--- config.mk ---
export PLATFORM = sky130hd
export DESIGN_NAME = image_crc64_verifier_top
export DESIGN_NICKNAME = d
export VERILOG_FILES = /design/src/rtl/icv_pkg.sv /design/src/rtl/icv_fold.sv /design/src/rtl/icv_core.sv /design/src/rtl/image_crc64_verifier_top.sv
export SDC_FILE = /design/constraint.sdc
export NUM_CORES = 1
export LEC_CHECK = 0
export ABC_AREA = 0
export BUFFER_PORTS_ARGS = -buffer_cell sky130_fd_sc_hd__buf_2
export CORE_AREA = 2 2 241 243
export DETAILED_ROUTE_END_ITERATION = 12
export DIE_AREA = 0 0 243 245
export GPL_ROUTABILITY_DRIVEN = 0
export MAX_ROUTING_LAYER = met4
export SYNTH_ARGS = -nofsm -noshare
export SYNTH_HDL_FRONTEND = slang
export SYNTH_SLANG_ARGS = --single-unit
--- constraint.sdc ---
create_clock -name clock -period 7.1 [get_ports clock]
set_input_delay 1.42 -clock clock [delete_from_list [all_inputs] [get_ports clock]]
set_output_delay 1.42 -clock clock [all_outputs]
set_load 0.02 [all_outputs]
--- src/rtl/icv_pkg.sv ---
package icv_pkg;

   // crc-64-we constants
   localparam logic [63:0] CRC_POLY = 64'h42F0_E1EB_A9EA_3693;
   localparam logic [63:0] CRC_ONES = 64'hFFFF_FFFF_FFFF_FFFF;
   localparam int unsigned POS_WIDTH = 30;

   // configuration register indexes
   typedef enum logic [0:0] {
      CSR_CRC_SLOT     = 1'b0,
      CSR_EXPECTED_CRC = 1'b1
   } csr_index_type;

   // input transaction payload
   typedef struct packed {
      logic [31:0] word_data;
      logic        read_ok;
      logic        last_word;
   } icv_req_type;

   // result transaction payload
   typedef struct packed {
      logic [63:0] crc_value;
      logic        crc_matches;
   } icv_rsp_type;

   // configuration seen by the datapath
   typedef struct packed {
      logic [POS_WIDTH-1:0] crc_slot_word_index;
      logic [63:0]          expected_crc;
   } icv_cfg_type;

   // columns of the 32-bit msb-first update: effect of bit i of the top half
   function automatic logic [31:0][63:0] crc_cols_gen();
      logic [31:0][63:0] cols;
      logic [63:0]       c;
      for (int i = 0; i < 32; i++) begin
         c = 64'(1) << (32 + i);
         for (int k = 0; k < 32; k++) begin
            c = c[63] ? ((c << 1) ^ CRC_POLY) : (c << 1);
         end
         cols[i] = c;
      end
      return cols;
   endfunction

   localparam logic [31:0][63:0] CRC_COLS = crc_cols_gen();

   // fold 32 message bits (bit 31 first) into the crc
   function automatic logic [63:0] crc_fold32(input logic [63:0] crc, input logic [31:0] msg);
      logic [63:0] acc;
      logic [31:0] h;
      h   = crc[63:32] ^ msg;
      acc = {crc[31:0], 32'b0};
      for (int i = 0; i < 32; i++) begin
         acc = acc ^ ({64{h[i]}} & CRC_COLS[i]);
      end
      return acc;
   endfunction

endpackage

--- src/rtl/icv_fold.sv ---
module icv_fold
   import icv_pkg::*;
(
   input  logic [63:0]          crc_cur,
   input  icv_req_type          item,
   input  logic [POS_WIDTH-1:0] word_pos,
   input  logic [POS_WIDTH-1:0] slot_index,
   output logic [63:0]          crc_nxt
);

   logic [POS_WIDTH-1:0] slot_second;
   logic                 in_slot;
   logic [31:0]          msg;

   // the two slot words, second one wraps at the top index
   assign slot_second = slot_index + POS_WIDTH'(1);
   assign in_slot     = (word_pos == slot_index) || (word_pos == slot_second);

   // lowest-address byte goes first, each byte msb first
   assign msg = in_slot ? 32'b0
                        : {item.word_data[7:0], item.word_data[15:8],
                           item.word_data[23:16], item.word_data[31:24]};

   // slot words fold as zeros, failed reads are skipped
   always_comb begin
      if (in_slot || item.read_ok) begin
         crc_nxt = crc_fold32(crc_cur, msg);
      end else begin
         crc_nxt = crc_cur;
      end
   end

endmodule

--- src/rtl/icv_core.sv ---
module icv_core
   import icv_pkg::*;
(
   input  logic        clock,
   input  logic        reset,
   input  icv_cfg_type cfg,
   input  logic        req_valid,
   output logic        req_stall,
   input  icv_req_type req_data,
   output logic        rsp_valid,
   input  logic        rsp_stall,
   output icv_rsp_type rsp_data
);

   logic                 stage_valid_ff;
   icv_req_type          stage_ff;
   logic [63:0]          crc_ff;
   logic [POS_WIDTH-1:0] pos_ff;
   logic                 out_valid_ff;
   icv_rsp_type          out_ff;

   logic                 out_free;
   logic                 advance;
   logic                 req_take;
   logic [63:0]          crc_in;
   logic [63:0]          fin;

   // handshake: a last word needs room in the output register
   assign out_free  = !out_valid_ff || !rsp_stall;
   assign advance   = stage_valid_ff && (!stage_ff.last_word || out_free);
   assign req_stall = stage_valid_ff && !advance;
   assign req_take  = req_valid && !req_stall;

   icv_fold u_fold (
      .crc_cur    (crc_ff),
      .item       (stage_ff),
      .word_pos   (pos_ff),
      .slot_index (cfg.crc_slot_word_index),
      .crc_nxt    (crc_in)
   );

   assign fin = crc_in ^ CRC_ONES;

   // input stage
   always_ff @(posedge clock) begin
      if (reset) begin
         stage_valid_ff <= 1'b0;
      end else if (req_take) begin
         stage_valid_ff <= 1'b1;
      end else if (advance) begin
         stage_valid_ff <= 1'b0;
      end
      if (req_take) begin
         stage_ff <= req_data;
      end
   end

   // running crc and word position
   always_ff @(posedge clock) begin
      if (reset) begin
         crc_ff <= CRC_ONES;
         pos_ff <= '0;
      end else if (advance) begin
         if (stage_ff.last_word) begin
            crc_ff <= CRC_ONES;
            pos_ff <= '0;
         end else begin
            crc_ff <= crc_in;
            pos_ff <= pos_ff + POS_WIDTH'(1);
         end
      end
   end

   // result register
   always_ff @(posedge clock) begin
      if (reset) begin
         out_valid_ff <= 1'b0;
      end else if (advance && stage_ff.last_word) begin
         out_valid_ff <= 1'b1;
      end else if (out_free) begin
         out_valid_ff <= 1'b0;
      end
      if (advance && stage_ff.last_word) begin
         out_ff.crc_value   <= fin;
         out_ff.crc_matches <= (fin == cfg.expected_crc);
      end
   end

   assign rsp_valid = out_valid_ff;
   assign rsp_data  = out_ff;

endmodule

--- src/rtl/image_crc64_verifier_top.sv ---
// image crc-64-we verifier
// req channel: one 32-bit storage word per transaction, lowest-address byte
//   in bits 7:0, with read_ok and last_word flags; accepted when req_valid
//   is high and req_stall is low
// rsp channel: one transaction per image, on the word flagged last_word,
//   carrying the final crc and the compare against expected_crc
// csr channel: csr_index 0 writes the crc slot word index, 1 the expected
//   crc; csr_ready is always high, write only while the block is idle
// throughput: one word per cycle while req_stall is low, set by the 32-bit
//   combinational crc update between input stage and running crc registers
// result path: input stage register, then output register, then rsp
// reset: running crc returns to all ones, word position and both csr
//   registers to zero, no transaction is held
// rsp stall: the result holds in the output register; words keep flowing
//   until a second last word reaches the input stage, then req_stall rises
module image_crc64_verifier_top
   import icv_pkg::*;
(
   input  logic          clock,
   input  logic          reset,
   input  logic          req_valid,
   output logic          req_stall,
   input  icv_req_type   req_data,
   output logic          rsp_valid,
   input  logic          rsp_stall,
   output icv_rsp_type   rsp_data,
   input  logic          csr_valid,
   output logic          csr_ready,
   input  csr_index_type csr_index,
   input  logic [63:0]   csr_data
);

   logic [POS_WIDTH-1:0] slot_ff;
   logic [63:0]          expected_ff;
   icv_cfg_type          cfg;

   assign csr_ready = 1'b1;

   // configuration registers
   always_ff @(posedge clock) begin
      if (reset) begin
         slot_ff     <= '0;
         expected_ff <= '0;
      end else if (csr_valid && csr_ready) begin
         case (csr_index)
            CSR_CRC_SLOT:     slot_ff     <= csr_data[POS_WIDTH-1:0];
            CSR_EXPECTED_CRC: expected_ff <= csr_data;
            default:          slot_ff     <= slot_ff;
         endcase
      end
   end

   assign cfg.crc_slot_word_index = slot_ff;
   assign cfg.expected_crc        = expected_ff;

   icv_core u_core (
      .clock     (clock),
      .reset     (reset),
      .cfg       (cfg),
      .req_valid (req_valid),
      .req_stall (req_stall),
      .req_data  (req_data),
      .rsp_valid (rsp_valid),
      .rsp_stall (rsp_stall),
      .rsp_data  (rsp_data)
   );

endmodule

==> summary.txt <==
Global route
  – Vias in the first global route: 21508
  – GRT overflow: 0
  – Largest net degree at the start of global routing: 110
  – Initial antenna violation count: 2
  – Total track usage: 35.45%
  – First-pass GRT wire length: 148800 um

Worst setup path
  – Worst path required time: 7470 ps
  – R2R cell count: 16
  – CP endpoint kind: flop
  – Critical Path Sink: u_core.rsp_data[0]
  – WS Path Type: flop to flop
  – R2R Setup Slk: 820 ps
  – Crit path DAT: 6650 ps
  – Critical Path Start: slot_ff[1]
  – Worst Path Max Fanout: 43
  – Crit Reg-Reg Startpoint: slot_ff[1]
  – Type of origin of the critical path: flop
  – R2r endpoint: u_core.rsp_data[0]

Routing
  – DR vias/cell: 6.052
  – Residual DRC: 0
  – Antenna Nets Post-Route: 0
  – Detailed Routing Iterations Pass 1: 8
  – WL met2: 41540 um
  – Highest metal used: met4
  – WL/cell: 27.81 um
  – Initial DRC count: 3507
  – Post-Route WL: 105000 um
  – Metal-1 WL: 39610 um
  – Vias: 22860
  – Wire length on met3: 15410 um

Status
  – Failing checks: capacitance limit, slew limit
  – Status: complete, but fails checks

Clock network
  – Maximum level of the CTS H-tree: 2
  – Inserted Clock Buffers: 34
  – CTS tree: built
  – Clock slew at reported path FFs: 60 ps
  – Clock Sink Count: 289
  – Post-cts hold buffer count: 0
  – Worst skew pair latency: 600 ps
  – # resized after CTS: 0
  – Clk buf depth: 3
  – Setup bufs post-CTS: 0
  – CTS root buf: clkbuf_16

Synthesis
  – Flip-flop and latch count after synthesis: 289
  – Post-synth EDFFs: 99
  – Synth cell types: 92
  – Compound-Gate Fraction of Synth Area: 11.72%
  – Main synth FF type: dfxtp_1
  – Yosys warnings: 0
  – Sequential area share after synthesis: 27.23%
  – Post-Syn Instances: 2914
  – Adder-cell share of the synthesized area: 0.1005%
  – Post-synthesis cell area: 0.02489 sq mm
  – Syn avg cell area: 8.542 sq um
  – Post-synthesis mux area share: 0.8495%
  – Simple-gate share of the synthesized area: 15.04%
  – Syn Nets: 3020
  – Largest family of logic cells by synthesized area: XOR/XNOR gates
  – Fraction of registers with async set/reset: 0%
  – XOR/XNOR share of the synthesized area: 41.54%

Floorplan
  – IO Pins: 172
  – Die area: 0.05954 sq mm
  – Die width: 243 um
  – Core area: 0.05703 sq mm
  – Initial Utilization: 43.64%
  – FP Rows: 88
  – Die Height: 245 um

Pwr
  – Leak: 10.08 nW
  – Peak supply drop: 0.0002944 V
  – P per Cell Area: 538.1 mW/mm^2

Placement
  – Port-buffer cells: 170
  – Place WS: 1234 ps
  – DP Wirelength: 80480 um

Timing
  – Final slew viol count: 3
  – F_max: 0.1593 GHz
  – Hold Vio Cnt, Final: 0
  – Setup_tns: 0 ps
  – Worst slew pin tran: 1531 ps
  – Fin worst setup slack: 823.2 ps
  – Final clock period utilization by the worst path: 88.41%
  – RSZ-0062 raised after global routing: false
  – Clock skew: 50.73 ps
  – Final setup violating endpoints: 0
  – Tmin final: 6277 ps
  – Rel. slew slack: -2.774%
  – Minimum hold slack: 479.3 ps

Final layout
  – Layout cells sized above 1: 10.53%
  – Commonest non-fill, non-tap cell in the layout: xnor2_1
  – Most frequent cells in the layout: xnor2_1, nand2_1, xor2_1
  – Final net count: 3090
  – Synth-to-Final Area Change: 10.55%

Min path
  – Worst Hold Class: flop to flop

Job
  – Max Cap Violations: 1
[metal layers]
layer | GRT usage (%) | up-vias
li1 | - | 9915
met1 | 43.16 | 10734
met2 | 48.92 | 1725
met3 | 13.42 | 486
met4 | 22.54 | 0
met5 | - | -
[state kept, by name, indices dropped and copies added, names as in the netlist]
register               flops
u_core.rsp_data           65
u_core.rsp_valid           1
u_core.crc_ff             64
expected_ff               64
u_core.pos_ff             30
slot_ff                   30
u_core.stage_ff           34
u_core.stage_valid_ff      1
[final cells by class]
cell class              count  area, sq um
well taps                 765        957.2
repair buffers            220         1241
diodes                      2        5.005
clock buffers              44        929.6
multi-input cells        2411        17290
clock inverters            18        206.4
fillers                  5574        29520
inverters                  28        105.1
flip-flops and latches    289         6777
[synth_stat cells, types with 6 or more instances]
master / number / area [sq um]
o211ai_1: 65 / 488.0
xor3_1: 9 / 214.0
a21oi_1: 174 / 870.8
or2_2: 16 / 100.1
a31oi_1: 15 / 93.84
nor2_1: 206 / 773.2
nor3b_1: 8 / 60.06
and2_1: 9 / 56.30
nand2b_1: 10 / 62.56
nor2b_1: 7 / 43.79
o21a_1: 7 / 52.55
clkbuf_1: 124 / 465.5
o22ai_1: 8 / 50.05
a211oi_1: 14 / 105.1
and3_1: 24 / 150.1
o2111ai_1: 6 / 52.55
and4_1: 10 / 87.58
dfxtp_1: 190 / 3804
buf_1: 36 / 135.1
mux2i_1: 20 / 200.2
nand3_1: 40 / 200.2
nor4_1: 27 / 168.9
o21ai_1: 6 / 30.03
xnor2_1: 778 / 6814
a221oi_1: 6 / 52.55
edfxtp_1: 99 / 2973
or3_1: 17 / 106.4
xnor3_1: 27 / 608.1
or4_1: 8 / 60.06
xor2_1: 305 / 2671
a2111oi_0: 7 / 61.31
nand2_1: 354 / 1329
buf_4: 7 / 52.55
nand4_1: 31 / 193.9
nor3_1: 27 / 135.1
o31ai_1: 8 / 60.06
a21o_1: 7 / 52.55
buf_2: 16 / 80.08
o21ai_0: 56 / 280.3
inv_1: 28 / 105.1
[cell families after synthesis]
| kind of cell | count (synthesis) |
|---|---|
| compound gates | 450 |
| fa+ha+maj | 2 |
| mux | 21 |
| buf+inv | 214 |
| other cells | 1 |
| simple gates | 816 |
| flops | 289 |
| xor+xnor | 1121 |
[through the flow]
step | total power [mW] | instances | cell area [sq um] | util, %
3_3_place_gp | 12.03 | 3713 | 26370 | 46.24
6_report | 14.81 | 3777 | 27520 | 48.24
2_1_floorplan | 8.779 | 2914 | 24890 | -
5_1_grt | 14.99 | 3777 | 27520 | 48.24
3_5_place_dp | 12.05 | 3713 | 26370 | 46.24
4_1_cts | 13.93 | 3775 | 27510 | 48.23
[worst min path at each step]
stage | depth (start not counted) | slack (ps) | start | endpoint
CTS | 2 | 480 | slot_ff[29] | slot_ff[29]
global placement | 2 | 460 | slot_ff[29] | slot_ff[29]
global route | 2 | 520 | slot_ff[29] | slot_ff[29]
floorplan | 2 | 450 | expected_ff[26] | expected_ff[26]
detailed placement | 2 | 470 | slot_ff[29] | slot_ff[29]
finish | 2 | 480 | expected_ff[1] | expected_ff[1]
[worst max-delay path, cell delays in order (launching register included)]
cell       delay [ps]
dfxtp_1           410
ha_1              230
and3_1            330
and4_1            430
nand3_1           160
a2111oi_0         540
nand3_1           240
o41ai_4           330
buf_4             500
nor2_1            130
xnor2_1           660
xnor2_1           240
xnor2_1           780
xor2_1            240
o31ai_1           320
o2111ai_1         180
nor4b_2           330
[power breakdown]
group	total [mW]	internal [mW]	switching, mW
Combinational	10.7	3.89	6.83
Sequential	2.26	2.02	0.249
Clock	1.82	1.05	0.768
Total	14.8	6.96	7.85
(Power assumes the default switching activity.)
